**src/hw/rtl/assert_macros.svh**
```systemverilog
// assertion helpers, empty under synthesis
`ifndef ASSERT_MACROS_SVH
`define ASSERT_MACROS_SVH
`ifndef SYNTHESIS
`define WSE_ASSERT_IMP(lbl, clk, rst, ante, cons) \
  lbl: assert property (@(posedge clk) disable iff (rst) (ante) |-> (cons)) \
    else $error("windowed speed estimator: assertion failed");
`define WSE_ASSERT_NXT(lbl, clk, rst, ante, cons) \
  lbl: assert property (@(posedge clk) disable iff (rst) (ante) |=> (cons)) \
    else $error("windowed speed estimator: assertion failed");
`else
`define WSE_ASSERT_IMP(lbl, clk, rst, ante, cons)
`define WSE_ASSERT_NXT(lbl, clk, rst, ante, cons)
`endif
`endif

```
**src/hw/rtl/wse_pkg.sv**
```systemverilog
package wse_pkg;

  localparam int GAIN_TABLE_ENTRIES = 64;
  localparam int GIDX_W = $clog2(GAIN_TABLE_ENTRIES);

  localparam int POS_W   = 28;
  localparam int FT_W    = 22;
  localparam int SPD_W   = 16;
  localparam int WIN_W   = 20;
  localparam int HITCH_W = 22;
  localparam int JUMP_W  = 20;
  localparam int WDIST_W = 32;
  localparam int WTIME_W = 23;

  localparam int SQ_W    = 2 * POS_W + 2;
  localparam int ROOT_W  = POS_W + 1;
  localparam int REM_W   = ROOT_W + 1;

  localparam int SCALE_W = 20;
  localparam logic [SCALE_W-1:0] US_PER_S = 20'd1000000;
  localparam int NUM_W   = 52;

  localparam int ADDR_W  = 5;
  localparam int DATA_W  = 32;

  localparam logic [WIN_W-1:0]   WINDOW_US_RST = 20'd200000;
  localparam logic [HITCH_W-1:0] HITCH_RST     = 22'd500000;
  localparam logic [JUMP_W-1:0]  JUMP_RST      = 20'd30000;
  localparam logic [SPD_W-1:0]   MOVE_ON_RST   = 16'd1500;
  localparam logic [SPD_W-1:0]   MOVE_OFF_RST  = 16'd600;

  // gain index: round(window_time / 10 ms) by reciprocal multiply
  localparam logic [WTIME_W:0] IDX_HALF  = 24'd5000;
  localparam logic [WTIME_W:0] IDX_LIMIT = 24'((GAIN_TABLE_ENTRIES - 1) * 10000);
  localparam int M_W      = $clog2(GAIN_TABLE_ENTRIES * 625);
  localparam int RECIP_W  = 19;
  localparam int RECIP_SH = 28;
  localparam logic [RECIP_W-1:0] RECIP_M = 19'd429497;

  typedef enum logic [2:0] {
    REG_WINDOW_US,
    REG_HITCH_LIMIT_US,
    REG_JUMP_LIMIT_MM,
    REG_MOVE_ON_MM_S,
    REG_MOVE_OFF_MM_S
  } reg_idx_t;

  typedef enum logic [3:0] {
    ST_IDLE,
    ST_SQGO,
    ST_SQ,
    ST_ACC,
    ST_DVGO,
    ST_DV,
    ST_EMA0,
    ST_MUL,
    ST_APPLY,
    ST_FLAG,
    ST_DONE
  } wse_state_t;

  typedef enum logic [1:0] {
    SQ_IDLE,
    SQ_MUL,
    SQ_ROOT
  } sq_state_t;

  typedef enum logic [1:0] {
    DV_IDLE,
    DV_SCALE,
    DV_DIV
  } dv_state_t;

  typedef logic [SPD_W-1:0] gain_tab_t [GAIN_TABLE_ENTRIES];

  function automatic gain_tab_t build_gain(logic [63:0] r);
    logic [63:0] d;
    logic [63:0] g;
    gain_tab_t   t;
    d = 64'h1_0000_0000;
    t[0] = '0;
    for (int i = 1; i < GAIN_TABLE_ENTRIES; i++) begin
      d = (d * r + 64'h8000_0000) >> 32;
      g = 64'd65536 - ((d + 64'd32768) >> 16);
      t[i] = (g > 64'd65535) ? 16'hFFFF : g[15:0];
    end
    return t;
  endfunction

  localparam gain_tab_t GAIN_SLOW = build_gain(64'd4273546057);
  localparam gain_tab_t GAIN_FAST = build_gain(64'd4188924176);

endpackage

```
**src/hw/rtl/wse_chan_if.sv**
```systemverilog
interface wse_frame_if;
  import wse_pkg::*;
  logic                    valid;
  logic                    ready;
  logic signed [POS_W-1:0] pos_x;
  logic signed [POS_W-1:0] pos_z;
  logic [FT_W-1:0]         frame_us;
  modport source (output valid, pos_x, pos_z, frame_us, input ready);
  modport sink (input valid, pos_x, pos_z, frame_us, output ready);
endinterface

interface wse_speed_if;
  import wse_pkg::*;
  logic             valid;
  logic             ready;
  logic [SPD_W-1:0] speed_smooth;
  logic [SPD_W-1:0] speed_quick;
  logic             is_moving;
  logic             sample_taken;
  modport source (output valid, speed_smooth, speed_quick, is_moving, sample_taken,
                  input ready);
  modport sink (input valid, speed_smooth, speed_quick, is_moving, sample_taken,
                output ready);
endinterface

```
**src/hw/rtl/wse_sqrt.sv**
```systemverilog
module wse_sqrt (
  input  logic                       clk,
  input  logic                       rst,
  input  logic                       start,
  input  logic [wse_pkg::POS_W-1:0]  ax,
  input  logic [wse_pkg::POS_W-1:0]  az,
  output logic                       done,
  output logic [wse_pkg::ROOT_W-1:0] root
);
  import wse_pkg::*;

  sq_state_t        sq_state, sq_state_next;
  logic [4:0]       cnt;
  logic [POS_W-1:0] opx, opz, mx, mz;
  logic [SQ_W-1:0]  acc;
  logic [REM_W-1:0] rem;
  logic [REM_W+1:0] rem_sh, trial;
  logic             ge;

  assign rem_sh = {rem, acc[SQ_W-1 -: 2]};
  assign trial  = {1'b0, root, 2'b01};
  assign ge     = rem_sh >= trial;

  always_comb begin
    sq_state_next = sq_state;
    case (sq_state)
      SQ_IDLE: if (start) sq_state_next = SQ_MUL;
      SQ_MUL:  if (cnt == 5'(POS_W - 1)) sq_state_next = SQ_ROOT;
      SQ_ROOT: if (cnt == 5'(ROOT_W - 1)) sq_state_next = SQ_IDLE;
      default: sq_state_next = SQ_IDLE;
    endcase
  end

  always_comb begin
    case (sq_state)
      SQ_ROOT: done = (cnt == 5'(ROOT_W - 1));
      default: done = 1'b0;
    endcase
  end

  always_ff @(posedge clk) begin
    if (rst) begin
      sq_state <= SQ_IDLE;
    end else begin
      sq_state <= sq_state_next;
    end
  end

  // sum of squares msb first, then two radicand bits per step
  always_ff @(posedge clk) begin
    case (sq_state)
      SQ_IDLE: begin
        cnt <= '0;
        acc <= '0;
        opx <= ax;
        opz <= az;
        mx  <= ax;
        mz  <= az;
      end
      SQ_MUL: begin
        acc <= (acc << 1)
             + (mx[POS_W-1] ? {{(SQ_W-POS_W){1'b0}}, opx} : '0)
             + (mz[POS_W-1] ? {{(SQ_W-POS_W){1'b0}}, opz} : '0);
        mx  <= mx << 1;
        mz  <= mz << 1;
        rem  <= '0;
        root <= '0;
        cnt <= (cnt == 5'(POS_W - 1)) ? '0 : cnt + 5'd1;
      end
      SQ_ROOT: begin
        acc <= acc << 2;
        if (ge) begin
          rem  <= REM_W'(rem_sh - trial);
          root <= {root[ROOT_W-2:0], 1'b1};
        end else begin
          rem  <= rem_sh[REM_W-1:0];
          root <= {root[ROOT_W-2:0], 1'b0};
        end
        cnt <= cnt + 5'd1;
      end
      default: cnt <= '0;
    endcase
  end

endmodule

```
**src/hw/rtl/wse_div.sv**
```systemverilog
module wse_div (
  input  logic                        clk,
  input  logic                        rst,
  input  logic                        start,
  input  logic [wse_pkg::WDIST_W-1:0] wdist,
  input  logic [wse_pkg::WTIME_W-1:0] wtime,
  output logic                        done,
  output logic [wse_pkg::SPD_W-1:0]   speed
);
  import wse_pkg::*;

  dv_state_t          dv_state, dv_state_next;
  logic [5:0]         cnt;
  logic [SCALE_W-1:0] kreg;
  logic [WDIST_W-1:0] dreg;
  logic [WTIME_W-1:0] den;
  logic [NUM_W-1:0]   num;
  logic [WTIME_W-1:0] rem;
  logic [WTIME_W:0]   rem_sh;
  logic               ge;

  assign rem_sh = {rem, num[NUM_W-1]};
  assign ge     = rem_sh >= {1'b0, den};
  assign speed  = (|num[NUM_W-1:SPD_W]) ? '1 : num[SPD_W-1:0];

  always_comb begin
    dv_state_next = dv_state;
    case (dv_state)
      DV_IDLE:  if (start) dv_state_next = DV_SCALE;
      DV_SCALE: if (cnt == 6'(SCALE_W - 1)) dv_state_next = DV_DIV;
      DV_DIV:   if (cnt == 6'(NUM_W - 1)) dv_state_next = DV_IDLE;
      default:  dv_state_next = DV_IDLE;
    endcase
  end

  always_comb begin
    case (dv_state)
      DV_DIV:  done = (cnt == 6'(NUM_W - 1));
      default: done = 1'b0;
    endcase
  end

  always_ff @(posedge clk) begin
    if (rst) begin
      dv_state <= DV_IDLE;
    end else begin
      dv_state <= dv_state_next;
    end
  end

  // distance times 1e6 plus half the time, then restoring division
  always_ff @(posedge clk) begin
    case (dv_state)
      DV_IDLE: begin
        cnt  <= '0;
        num  <= '0;
        kreg <= US_PER_S;
        dreg <= wdist;
        den  <= wtime;
      end
      DV_SCALE: begin
        num <= (num << 1)
             + (kreg[SCALE_W-1] ? {{(NUM_W-WDIST_W){1'b0}}, dreg} : '0)
             + ((cnt == 6'(SCALE_W - 1)) ? {{(NUM_W-WTIME_W+1){1'b0}}, den[WTIME_W-1:1]}
                                          : '0);
        kreg <= kreg << 1;
        rem  <= '0;
        cnt  <= (cnt == 6'(SCALE_W - 1)) ? '0 : cnt + 6'd1;
      end
      DV_DIV: begin
        rem <= ge ? WTIME_W'(rem_sh - {1'b0, den}) : rem_sh[WTIME_W-1:0];
        num <= {num[NUM_W-2:0], ge};
        cnt <= cnt + 6'd1;
      end
      default: cnt <= '0;
    endcase
  end

endmodule

```
**src/hw/rtl/windowed_speed_estimator_unit.sv**
```systemverilog
// a request takes the divide and gain update path only when its step is valid and closes a window
// a new request is taken only after the result of the last one is stored
// the bit-serial square-sum and root and the scaled divide take most of the time of a request
// a waiting result that has not been taken blocks the next request
// synchronous active-high reset clears position, window, speeds, flag and registers
`include "assert_macros.svh"

module windowed_speed_estimator_unit (
  input  logic                       clk,
  input  logic                       rst,
  wse_frame_if.sink                  frame,
  wse_speed_if.source                speed,
  input  logic                       psel,
  input  logic                       penable,
  input  logic                       pwrite,
  input  logic [wse_pkg::ADDR_W-1:0] paddr,
  input  logic [wse_pkg::DATA_W-1:0] pwdata,
  output logic [wse_pkg::DATA_W-1:0] prdata,
  output logic                       pready
);
  import wse_pkg::*;

  wse_state_t state, state_next;

  logic [WIN_W-1:0]   window_us;
  logic [HITCH_W-1:0] hitch_limit_us;
  logic [JUMP_W-1:0]  jump_limit_mm;
  logic [SPD_W-1:0]   move_on_mm_s;
  logic [SPD_W-1:0]   move_off_mm_s;

  logic signed [POS_W-1:0] cur_x, cur_z, prev_x, prev_z;
  logic [FT_W-1:0]         cur_ft;
  logic                    have_prev;
  logic [WDIST_W-1:0]      window_dist;
  logic [WTIME_W-1:0]      window_time;
  logic [SPD_W-1:0]        ema_slow, ema_fast;
  logic                    moving_flag;
  logic                    sample;
  logic [GIDX_W-1:0]       gidx;

  logic             up_s, up_f;
  logic [SPD_W-1:0] diff_s, diff_f, gs, gf;
  logic [31:0]      prod_s, prod_f, rnd_s, rnd_f;
  logic [3:0]       cnt;

  logic signed [POS_W:0] dx, dz;
  logic [POS_W-1:0]      ax, az;
  logic                  sq_start, sq_done;
  logic [ROOT_W-1:0]     step_len;
  logic                  dv_start, dv_done;
  logic [SPD_W-1:0]      inst;

  logic [WDIST_W:0]     sum_d;
  logic [WTIME_W:0]     sum_t;
  logic [WDIST_W-1:0]   sat_d;
  logic [WTIME_W-1:0]   sat_t;
  logic                 step_ok, close;
  logic [WTIME_W:0]     idx_n;
  logic [M_W+RECIP_W-1:0] idx_prod;
  logic [GIDX_W-1:0]    idx;

  logic out_free, out_load, cfg_wr;

  // configuration port
  assign pready = 1'b1;
  assign cfg_wr = psel && penable && pwrite;

  always_ff @(posedge clk) begin
    if (rst) begin
      window_us      <= WINDOW_US_RST;
      hitch_limit_us <= HITCH_RST;
      jump_limit_mm  <= JUMP_RST;
      move_on_mm_s   <= MOVE_ON_RST;
      move_off_mm_s  <= MOVE_OFF_RST;
    end else if (cfg_wr) begin
      case (reg_idx_t'(paddr[ADDR_W-1:2]))
        REG_WINDOW_US:      window_us      <= pwdata[WIN_W-1:0];
        REG_HITCH_LIMIT_US: hitch_limit_us <= pwdata[HITCH_W-1:0];
        REG_JUMP_LIMIT_MM:  jump_limit_mm  <= pwdata[JUMP_W-1:0];
        REG_MOVE_ON_MM_S:   move_on_mm_s   <= pwdata[SPD_W-1:0];
        REG_MOVE_OFF_MM_S:  move_off_mm_s  <= pwdata[SPD_W-1:0];
        default: ;
      endcase
    end
  end

  always_comb begin
    case (reg_idx_t'(paddr[ADDR_W-1:2]))
      REG_WINDOW_US:      prdata = DATA_W'(window_us);
      REG_HITCH_LIMIT_US: prdata = DATA_W'(hitch_limit_us);
      REG_JUMP_LIMIT_MM:  prdata = DATA_W'(jump_limit_mm);
      REG_MOVE_ON_MM_S:   prdata = DATA_W'(move_on_mm_s);
      REG_MOVE_OFF_MM_S:  prdata = DATA_W'(move_off_mm_s);
      default:            prdata = '0;
    endcase
  end

  // step length
  assign dx = {cur_x[POS_W-1], cur_x} - {prev_x[POS_W-1], prev_x};
  assign dz = {cur_z[POS_W-1], cur_z} - {prev_z[POS_W-1], prev_z};
  assign ax = !have_prev ? '0 : (dx[POS_W] ? POS_W'(-dx) : POS_W'(dx));
  assign az = !have_prev ? '0 : (dz[POS_W] ? POS_W'(-dz) : POS_W'(dz));

  wse_sqrt u_sqrt (
    .clk   (clk),
    .rst   (rst),
    .start (sq_start),
    .ax    (ax),
    .az    (az),
    .done  (sq_done),
    .root  (step_len)
  );

  wse_div u_div (
    .clk   (clk),
    .rst   (rst),
    .start (dv_start),
    .wdist (window_dist),
    .wtime (window_time),
    .done  (dv_done),
    .speed (inst)
  );

  // window accumulation
  assign sum_d   = {1'b0, window_dist} + {{(WDIST_W-ROOT_W+1){1'b0}}, step_len};
  assign sum_t   = {1'b0, window_time} + {{(WTIME_W-FT_W+1){1'b0}}, cur_ft};
  assign sat_d   = sum_d[WDIST_W] ? '1 : sum_d[WDIST_W-1:0];
  assign sat_t   = sum_t[WTIME_W] ? '1 : sum_t[WTIME_W-1:0];
  assign step_ok = (cur_ft != '0) && (cur_ft < hitch_limit_us)
                && (step_len < {{(ROOT_W-JUMP_W){1'b0}}, jump_limit_mm});
  assign close   = sat_t >= {{(WTIME_W-WIN_W){1'b0}}, window_us};

  // gain index, rounded to 10 ms and clamped to the last entry
  assign idx_n    = {1'b0, window_time} + IDX_HALF;
  assign idx_prod = idx_n[M_W+3:4] * RECIP_M;
  assign idx      = (idx_n >= IDX_LIMIT) ? GIDX_W'(GAIN_TABLE_ENTRIES - 1)
                                          : idx_prod[RECIP_SH +: GIDX_W];

  assign rnd_s = prod_s + 32'h8000;
  assign rnd_f = prod_f + 32'h8000;

  assign out_free = !speed.valid || speed.ready;

  always_comb begin
    state_next = state;
    case (state)
      ST_IDLE:  if (frame.valid) state_next = ST_SQGO;
      ST_SQGO:  state_next = ST_SQ;
      ST_SQ:    if (sq_done) state_next = ST_ACC;
      ST_ACC:   state_next = (step_ok && close) ? ST_DVGO : ST_DONE;
      ST_DVGO:  state_next = ST_DV;
      ST_DV:    if (dv_done) state_next = ST_EMA0;
      ST_EMA0:  state_next = ST_MUL;
      ST_MUL:   if (cnt == 4'hF) state_next = ST_APPLY;
      ST_APPLY: state_next = ST_FLAG;
      ST_FLAG:  state_next = ST_DONE;
      ST_DONE:  if (out_free) state_next = ST_IDLE;
      default:  state_next = ST_IDLE;
    endcase
  end

  always_comb begin
    frame.ready = 1'b0;
    sq_start    = 1'b0;
    dv_start    = 1'b0;
    out_load    = 1'b0;
    case (state)
      ST_IDLE: frame.ready = 1'b1;
      ST_SQGO: sq_start    = 1'b1;
      ST_DVGO: dv_start    = 1'b1;
      ST_DONE: out_load    = out_free;
      default: ;
    endcase
  end

  always_ff @(posedge clk) begin
    if (rst) begin
      state <= ST_IDLE;
    end else begin
      state <= state_next;
    end
  end

  // block state
  always_ff @(posedge clk) begin
    if (rst) begin
      prev_x      <= '0;
      prev_z      <= '0;
      have_prev   <= 1'b0;
      window_dist <= '0;
      window_time <= '0;
      ema_slow    <= '0;
      ema_fast    <= '0;
      moving_flag <= 1'b0;
    end else begin
      case (state)
        ST_SQGO: begin
          prev_x    <= cur_x;
          prev_z    <= cur_z;
          have_prev <= 1'b1;
        end
        ST_ACC: begin
          if (step_ok) begin
            window_dist <= sat_d;
            window_time <= sat_t;
          end else begin
            window_dist <= '0;
            window_time <= '0;
          end
        end
        ST_APPLY: begin
          ema_slow <= up_s ? ema_slow + rnd_s[31:16] : ema_slow - rnd_s[31:16];
          ema_fast <= up_f ? ema_fast + rnd_f[31:16] : ema_fast - rnd_f[31:16];
        end
        ST_FLAG: begin
          if (ema_fast > move_on_mm_s) begin
            moving_flag <= 1'b1;
          end else if (ema_fast < move_off_mm_s) begin
            moving_flag <= 1'b0;
          end
          window_dist <= '0;
          window_time <= '0;
        end
        default: ;
      endcase
    end
  end

  // working registers
  always_ff @(posedge clk) begin
    case (state)
      ST_IDLE: begin
        cur_x  <= frame.pos_x;
        cur_z  <= frame.pos_z;
        cur_ft <= frame.frame_us;
      end
      ST_ACC: sample <= 1'b0;
      ST_DVGO: gidx <= idx;
      ST_EMA0: begin
        up_s   <= inst >= ema_slow;
        up_f   <= inst >= ema_fast;
        diff_s <= (inst >= ema_slow) ? inst - ema_slow : ema_slow - inst;
        diff_f <= (inst >= ema_fast) ? inst - ema_fast : ema_fast - inst;
        gs     <= GAIN_SLOW[gidx];
        gf     <= GAIN_FAST[gidx];
        prod_s <= '0;
        prod_f <= '0;
        cnt    <= '0;
      end
      ST_MUL: begin
        prod_s <= (prod_s << 1) + (gs[SPD_W-1] ? {16'd0, diff_s} : 32'd0);
        prod_f <= (prod_f << 1) + (gf[SPD_W-1] ? {16'd0, diff_f} : 32'd0);
        gs     <= gs << 1;
        gf     <= gf << 1;
        cnt    <= cnt + 4'd1;
      end
      ST_FLAG: sample <= 1'b1;
      default: ;
    endcase
  end

  // result register
  always_ff @(posedge clk) begin
    if (rst) begin
      speed.valid <= 1'b0;
    end else if (out_load) begin
      speed.valid <= 1'b1;
    end else if (speed.ready) begin
      speed.valid <= 1'b0;
    end
  end

  always_ff @(posedge clk) begin
    if (out_load) begin
      speed.speed_smooth <= ema_slow;
      speed.speed_quick  <= ema_fast;
      speed.is_moving    <= moving_flag;
      speed.sample_taken <= sample;
    end
  end

  `WSE_ASSERT_NXT(a_accept_blocks, clk, rst, frame.valid && frame.ready, !frame.ready)
  `WSE_ASSERT_NXT(a_result_loaded, clk, rst, out_load, speed.valid)
  `WSE_ASSERT_IMP(a_div_in_state, clk, rst, dv_done, state == ST_DV)

endmodule
```
**src/flat_wrapper.sv**
```systemverilog
// flat-port wrapper written by rule: the top's interface ports become plain ports
module windowed_speed_estimator_unit_flat import wse_pkg::*;
  (clk, rst, psel, penable, pwrite, paddr, pwdata, prdata, pready, frame_valid, frame_pos_x, frame_pos_z, frame_frame_us, frame_ready, speed_valid, speed_speed_smooth, speed_speed_quick, speed_is_moving, speed_sample_taken, speed_ready);
  wse_frame_if frame_i ();
  wse_speed_if speed_i ();
  input  logic clk;
  input  logic rst;
  input  logic psel;
  input  logic penable;
  input  logic pwrite;
  input  logic [wse_pkg::ADDR_W-1:0] paddr;
  input  logic [wse_pkg::DATA_W-1:0] pwdata;
  output logic [wse_pkg::DATA_W-1:0] prdata;
  output logic pready;
  input wire logic [$bits(frame_i.valid)-1:0] frame_valid;
  input wire logic [$bits(frame_i.pos_x)-1:0] frame_pos_x;
  input wire logic [$bits(frame_i.pos_z)-1:0] frame_pos_z;
  input wire logic [$bits(frame_i.frame_us)-1:0] frame_frame_us;
  output wire logic [$bits(frame_i.ready)-1:0] frame_ready;
  output wire logic [$bits(speed_i.valid)-1:0] speed_valid;
  output wire logic [$bits(speed_i.speed_smooth)-1:0] speed_speed_smooth;
  output wire logic [$bits(speed_i.speed_quick)-1:0] speed_speed_quick;
  output wire logic [$bits(speed_i.is_moving)-1:0] speed_is_moving;
  output wire logic [$bits(speed_i.sample_taken)-1:0] speed_sample_taken;
  input wire logic [$bits(speed_i.ready)-1:0] speed_ready;
  assign frame_i.valid = frame_valid;
  assign frame_i.pos_x = frame_pos_x;
  assign frame_i.pos_z = frame_pos_z;
  assign frame_i.frame_us = frame_frame_us;
  assign frame_ready = frame_i.ready;
  assign speed_valid = speed_i.valid;
  assign speed_speed_smooth = speed_i.speed_smooth;
  assign speed_speed_quick = speed_i.speed_quick;
  assign speed_is_moving = speed_i.is_moving;
  assign speed_sample_taken = speed_i.sample_taken;
  assign speed_i.ready = speed_ready;
  windowed_speed_estimator_unit u_core (.clk(clk), .rst(rst), .frame(frame_i), .speed(speed_i), .psel(psel), .penable(penable), .pwrite(pwrite), .paddr(paddr), .pwdata(pwdata), .prdata(prdata), .pready(pready));
endmodule
```
**config.mk**
```make
export PLATFORM = sky130hd
export DESIGN_NAME = windowed_speed_estimator_unit_flat
export DESIGN_NICKNAME = d
export VERILOG_FILES = /design/src/hw/rtl/wse_pkg.sv /design/src/hw/rtl/wse_chan_if.sv /design/src/hw/rtl/wse_sqrt.sv /design/src/hw/rtl/wse_div.sv /design/src/hw/rtl/windowed_speed_estimator_unit.sv /design/src/flat_wrapper.sv
export VERILOG_INCLUDE_DIRS = /design/src /design/src/hw/rtl
export SDC_FILE = /design/constraint.sdc
export NUM_CORES = 2
export LEC_CHECK = 0
export BUFFER_PORTS_ARGS = -buffer_cell sky130_fd_sc_hd__buf_2
export CORE_MARGIN = 2
export CORE_UTILIZATION = 58
export CTS_CLUSTER_SIZE = 20
export DETAILED_ROUTE_END_ITERATION = 12
export HOLD_SLACK_MARGIN = 0.1
export MAX_ROUTING_LAYER = met4
export PLACE_DENSITY = 0.78
export SLEW_MARGIN = 20
export SYNTH_ARGS = -nofsm -noshare
export SYNTH_HDL_FRONTEND = slang
export SYNTH_SLANG_ARGS = --single-unit
```
**constraint.sdc**
```tcl
create_clock -name clk -period 7.8 [get_ports clk]
set_clock_uncertainty 0.05 [all_clocks]
set_input_delay 0.78 -clock clk [delete_from_list [all_inputs] [get_ports clk]]
set_output_delay 0.78 -clock clk [all_outputs]
set_load 0.005 [all_outputs]
```
==> flow_summary.ini <==
[outcome]
status = completed

[timing]
period_share_pct = 95.89
slew_viol_final = 0
setup_violations = 0
max_freq_ghz = 0.1337
slew_headroom_pct = 22.62
tns_ps = 0
min_period_ps = 7479
worst_pin_slew_ps = 1149
hold_viol_final = 0
finalHoldWorstSlack_ps = 173.7

[placed_design]
dp_hpwl_um = 138200
dpl-instance-area_sq_um = 69030
gp_congestion = 0.9801
port_buffers = 167
dp.cells = 8897

[clock_network]
path_clk_slew_ps = 60
cts_tree = built
cts_buffers = 100
htree_levels = 3
cts_sinks = 885
cts_hold_buffers = 0
clk_latency_ps = 740
root_buffer = clkbuf_16
cts_max_path_buffers = 3

[pwr]
p_sw_w = 0.004804
pwr-share-comb_pct = 25.4
p_int_w = 0.009748
p_leak_nw = 30.50
clkPwrFrac_pct = 33.8
swShare_pct = 33.01
peakVddDrop_mv = 0.2408
powerDensity_nw_per_um2 = 200.4
seq_power_share_pct = 40.8
total_power_w = 0.01455

[layout]
syn_to_final_growth_pct = 8.621
fin_area_sq_um = 72610
drive_above_1_share_pct = 7.377
fin_cells = 9110
nFillCells = 9406
nNetsFinal = 8400

[route]
via_per_inst = 6.128
drtIter0Drc = 5723
wl_per_cell_um = 20.35
num_vias = 55830
ant_nets = 0
drc = 0
dr.pass1.iters = 7
finalWirelength_um = 185400

[synth]
syn_avg_cell_area_sq_um = 8.951
synth-main-ff-cell = edfxtp_1
synth_top_area_cell = edfxtp_1
synth_top_cells_by_count = 911 x nand2_1, 747 x inv_1, 626 x edfxtp_1, 618 x ha_1, 590 x a21oi_1
synth.distinct_cells = 112
yosysMostFrequentCell = nand2_1
ys_seq_area_share_pct = 35.88
syn_inst = 7468
netlist_area_sq_um = 66850
synth_top_cell_area_share_pct = 28.12
synth_warnings = 0
ys_ff_latch = 885
async_reset_ff_share_pct = 0
synth_area_leaders = edfxtp_1 28%, ha_1 12%, dfxtp_1 7.8%
synth-edff-count = 626

[worst_setup_path]
critical-path-max-stage-delay_ps = 570
worst-setup-path-type = flip-flop to flip-flop
r2r_slack_ps = 320
worstPathMaxFanout = 4
crit_path_end_kind = flip-flop
worstPathArrival_ps = 7860
r2r_start = u_core.window_time[3]
reg2reg_to = u_core.gidx[4]
ff2ff_path_depth = 31
crit_slowest_cell = fa_1
worstPathRequired_ps = 8180
start_kind = flip-flop
path_common_cell = fa_1

[die]
die_area_sq_um = 118000
die_x_um = 343.5
initial_core_util_pct = 58.46
ios = 191
die_height_um = 343.5
core_sq_um = 114300
fp-row-count = 124

[global_route]
antenna_found_initial = 25
grt_pass1_vias = 53410
grt_first_pass_wirelength_um = 290200
grt_max_degree = 89
grt-ovfl-total = 0
grtUsageTotal_pct = 31.83

[min_path]
hp-start = frame_pos_x[10]
hold_end = u_core.cur_x[10]
hold_path_class = primary input to flip-flop
holdPathStages = 1

[run]
maxCapViolations = 0
-- logic make-up (layout without fill, tap and decap cells) --
| kind of cell | Yosys count | after routing | synth area share (%) |
|---|---|---|---|
| flops | 885 | 885 | 35.88 |
| xor+xnor | 372 | 372 | 4.874 |
| other cells | 2 | 31 | 0.01123 |
| buf+inv | 1095 | 1196 | 6.240 |
| simple gates | 2261 | 2261 | 15.69 |
| compound gates | 1970 | 1970 | 19.09 |
| fa+ha+maj | 788 | 788 | 16.66 |
| mux | 95 | 95 | 1.554 |
-- how the worst max path moves through the flow --
stage / from / to / slack [ps] / cells after the start
after global routing: u_core.window_time[3] / u_core.gidx[4] / -40 / 31
after global placement: u_core.window_time[3] / u_core.gidx[5] / 300 / 31
after floorplan: u_core.window_time[3] / u_core.gidx[5] / 590 / 30
after CTS: u_core.window_time[3] / u_core.gidx[5] / 150 / 31
after detailed placement: u_core.window_time[3] / u_core.gidx[5] / 190 / 31
final: u_core.window_time[3] / u_core.gidx[4] / 320 / 31
-- final cells by class --
| type | instances | area [sq um] | share of cell area (%) |
|---|---|---|---|
| Tap cell | 1512 | 1892 | 2.605 |
| Clock buffer | 139 | 2899 | 3.993 |
| Multi-Input combinational cell | 5497 | 38930 | 53.62 |
| Timing Repair Buffer | 254 | 1495 | 2.059 |
| Antenna cell | 20 | 50.05 | 0.06893 |
| Clock inverter | 51 | 533.0 | 0.7341 |
| Inverter | 752 | 2823 | 3.888 |
| Sequential cell | 885 | 23990 | 33.03 |
-- critical path, delay by kind of cell, from the launching register on --
family                     cells  cell delay, ps
adders and majority gates      9            3680
buffers and inverters          4             350
and+or+nand+nor                6             830
AOI/OAI and AO/OA             10            1640
xor gates and xnor gates       2             310
DFF                            1             330
-- state kept, by name, indices dropped and copies added, names as in the netlist, 29 cells and up --
| name | flops |
|---|---|
| u_core.prod_f | 32 |
| u_core.prod_s | 32 |
| u_core.u_div.dreg | 32 |
| u_core.u_div.num | 52 |
| u_core.u_sqrt.acc | 58 |
| u_core.u_sqrt.rem | 30 |
| u_core.u_sqrt.root | 29 |
| u_core.window_dist | 32 |
-- power by group through the flow --
stage | registers [W] | logic [W] | clock network (W)
after floorplan | 0.00583 | 0.00277 | 0
after global placement | 0.00599 | 0.00353 | 0
after detailed placement | 0.00601 | 0.00363 | 0
after CTS | 0.00592 | 0.00365 | 0.00499
after global routing | 0.00596 | 0.00408 | 0.00515
final | 0.00593 | 0.00370 | 0.00492
-- what timing repair did --
action / in CTS / in global routing
endpoints found under the setup margin: 0 / 5
setup buffers: 0 / 3
gates resized for setup: 0 / 14
-- metrics by stage --
stage	utilization, %	setup WS [ps]
6_report	63.50	320.9
5_1_grt	63.49	-39.93
4_1_cts	63.37	151.4
3_5_place_dp	60.37	185.7
3_3_place_gp	60.36	300.9
2_1_floorplan	-	588.1
-- cells in the final DEF, fill, tap and decap left out, types with 58 or more instances in the layout --
| cell type | instances |
|---|---|
| a21o_1 | 196 |
| nand2b_1 | 70 |
| nor3_1 | 105 |
| inv_1 | 744 |
| edfxtp_1 | 626 |
| fa_1 | 170 |
| o21a_1 | 70 |
| a21oi_1 | 588 |
| nor2_1 | 480 |
| buf_4 | 87 |
| and3_1 | 79 |
| ha_1 | 614 |
| o31ai_1 | 63 |
| o21ai_0 | 363 |
| buf_2 | 166 |
| nand2_1 | 910 |
| xor2_1 | 130 |
| a31oi_1 | 60 |
| dfxtp_1 | 257 |
| nand3_1 | 153 |
| mux2i_1 | 61 |
| o211ai_1 | 80 |
| and2_1 | 94 |
| nor2b_1 | 90 |
| a211oi_1 | 60 |
| clkbuf_16 | 107 |
| nand4_1 | 58 |
| xnor2_1 | 241 |
| a22oi_1 | 71 |
-- metal layers --
layer  up-vias  GRT usage, %  part of all wire (%)  wire length [um]
met2      2214         50.32                    46             85220
met1     26640         40.97                    41             76700
met4         0         11.53                   4.2              7826
met3       425         5.714                   8.4             15630
li1      26550             -                     -                 -
met5         -             -                     0                 0
Note: power is estimated with default switching activity, not from simulation.
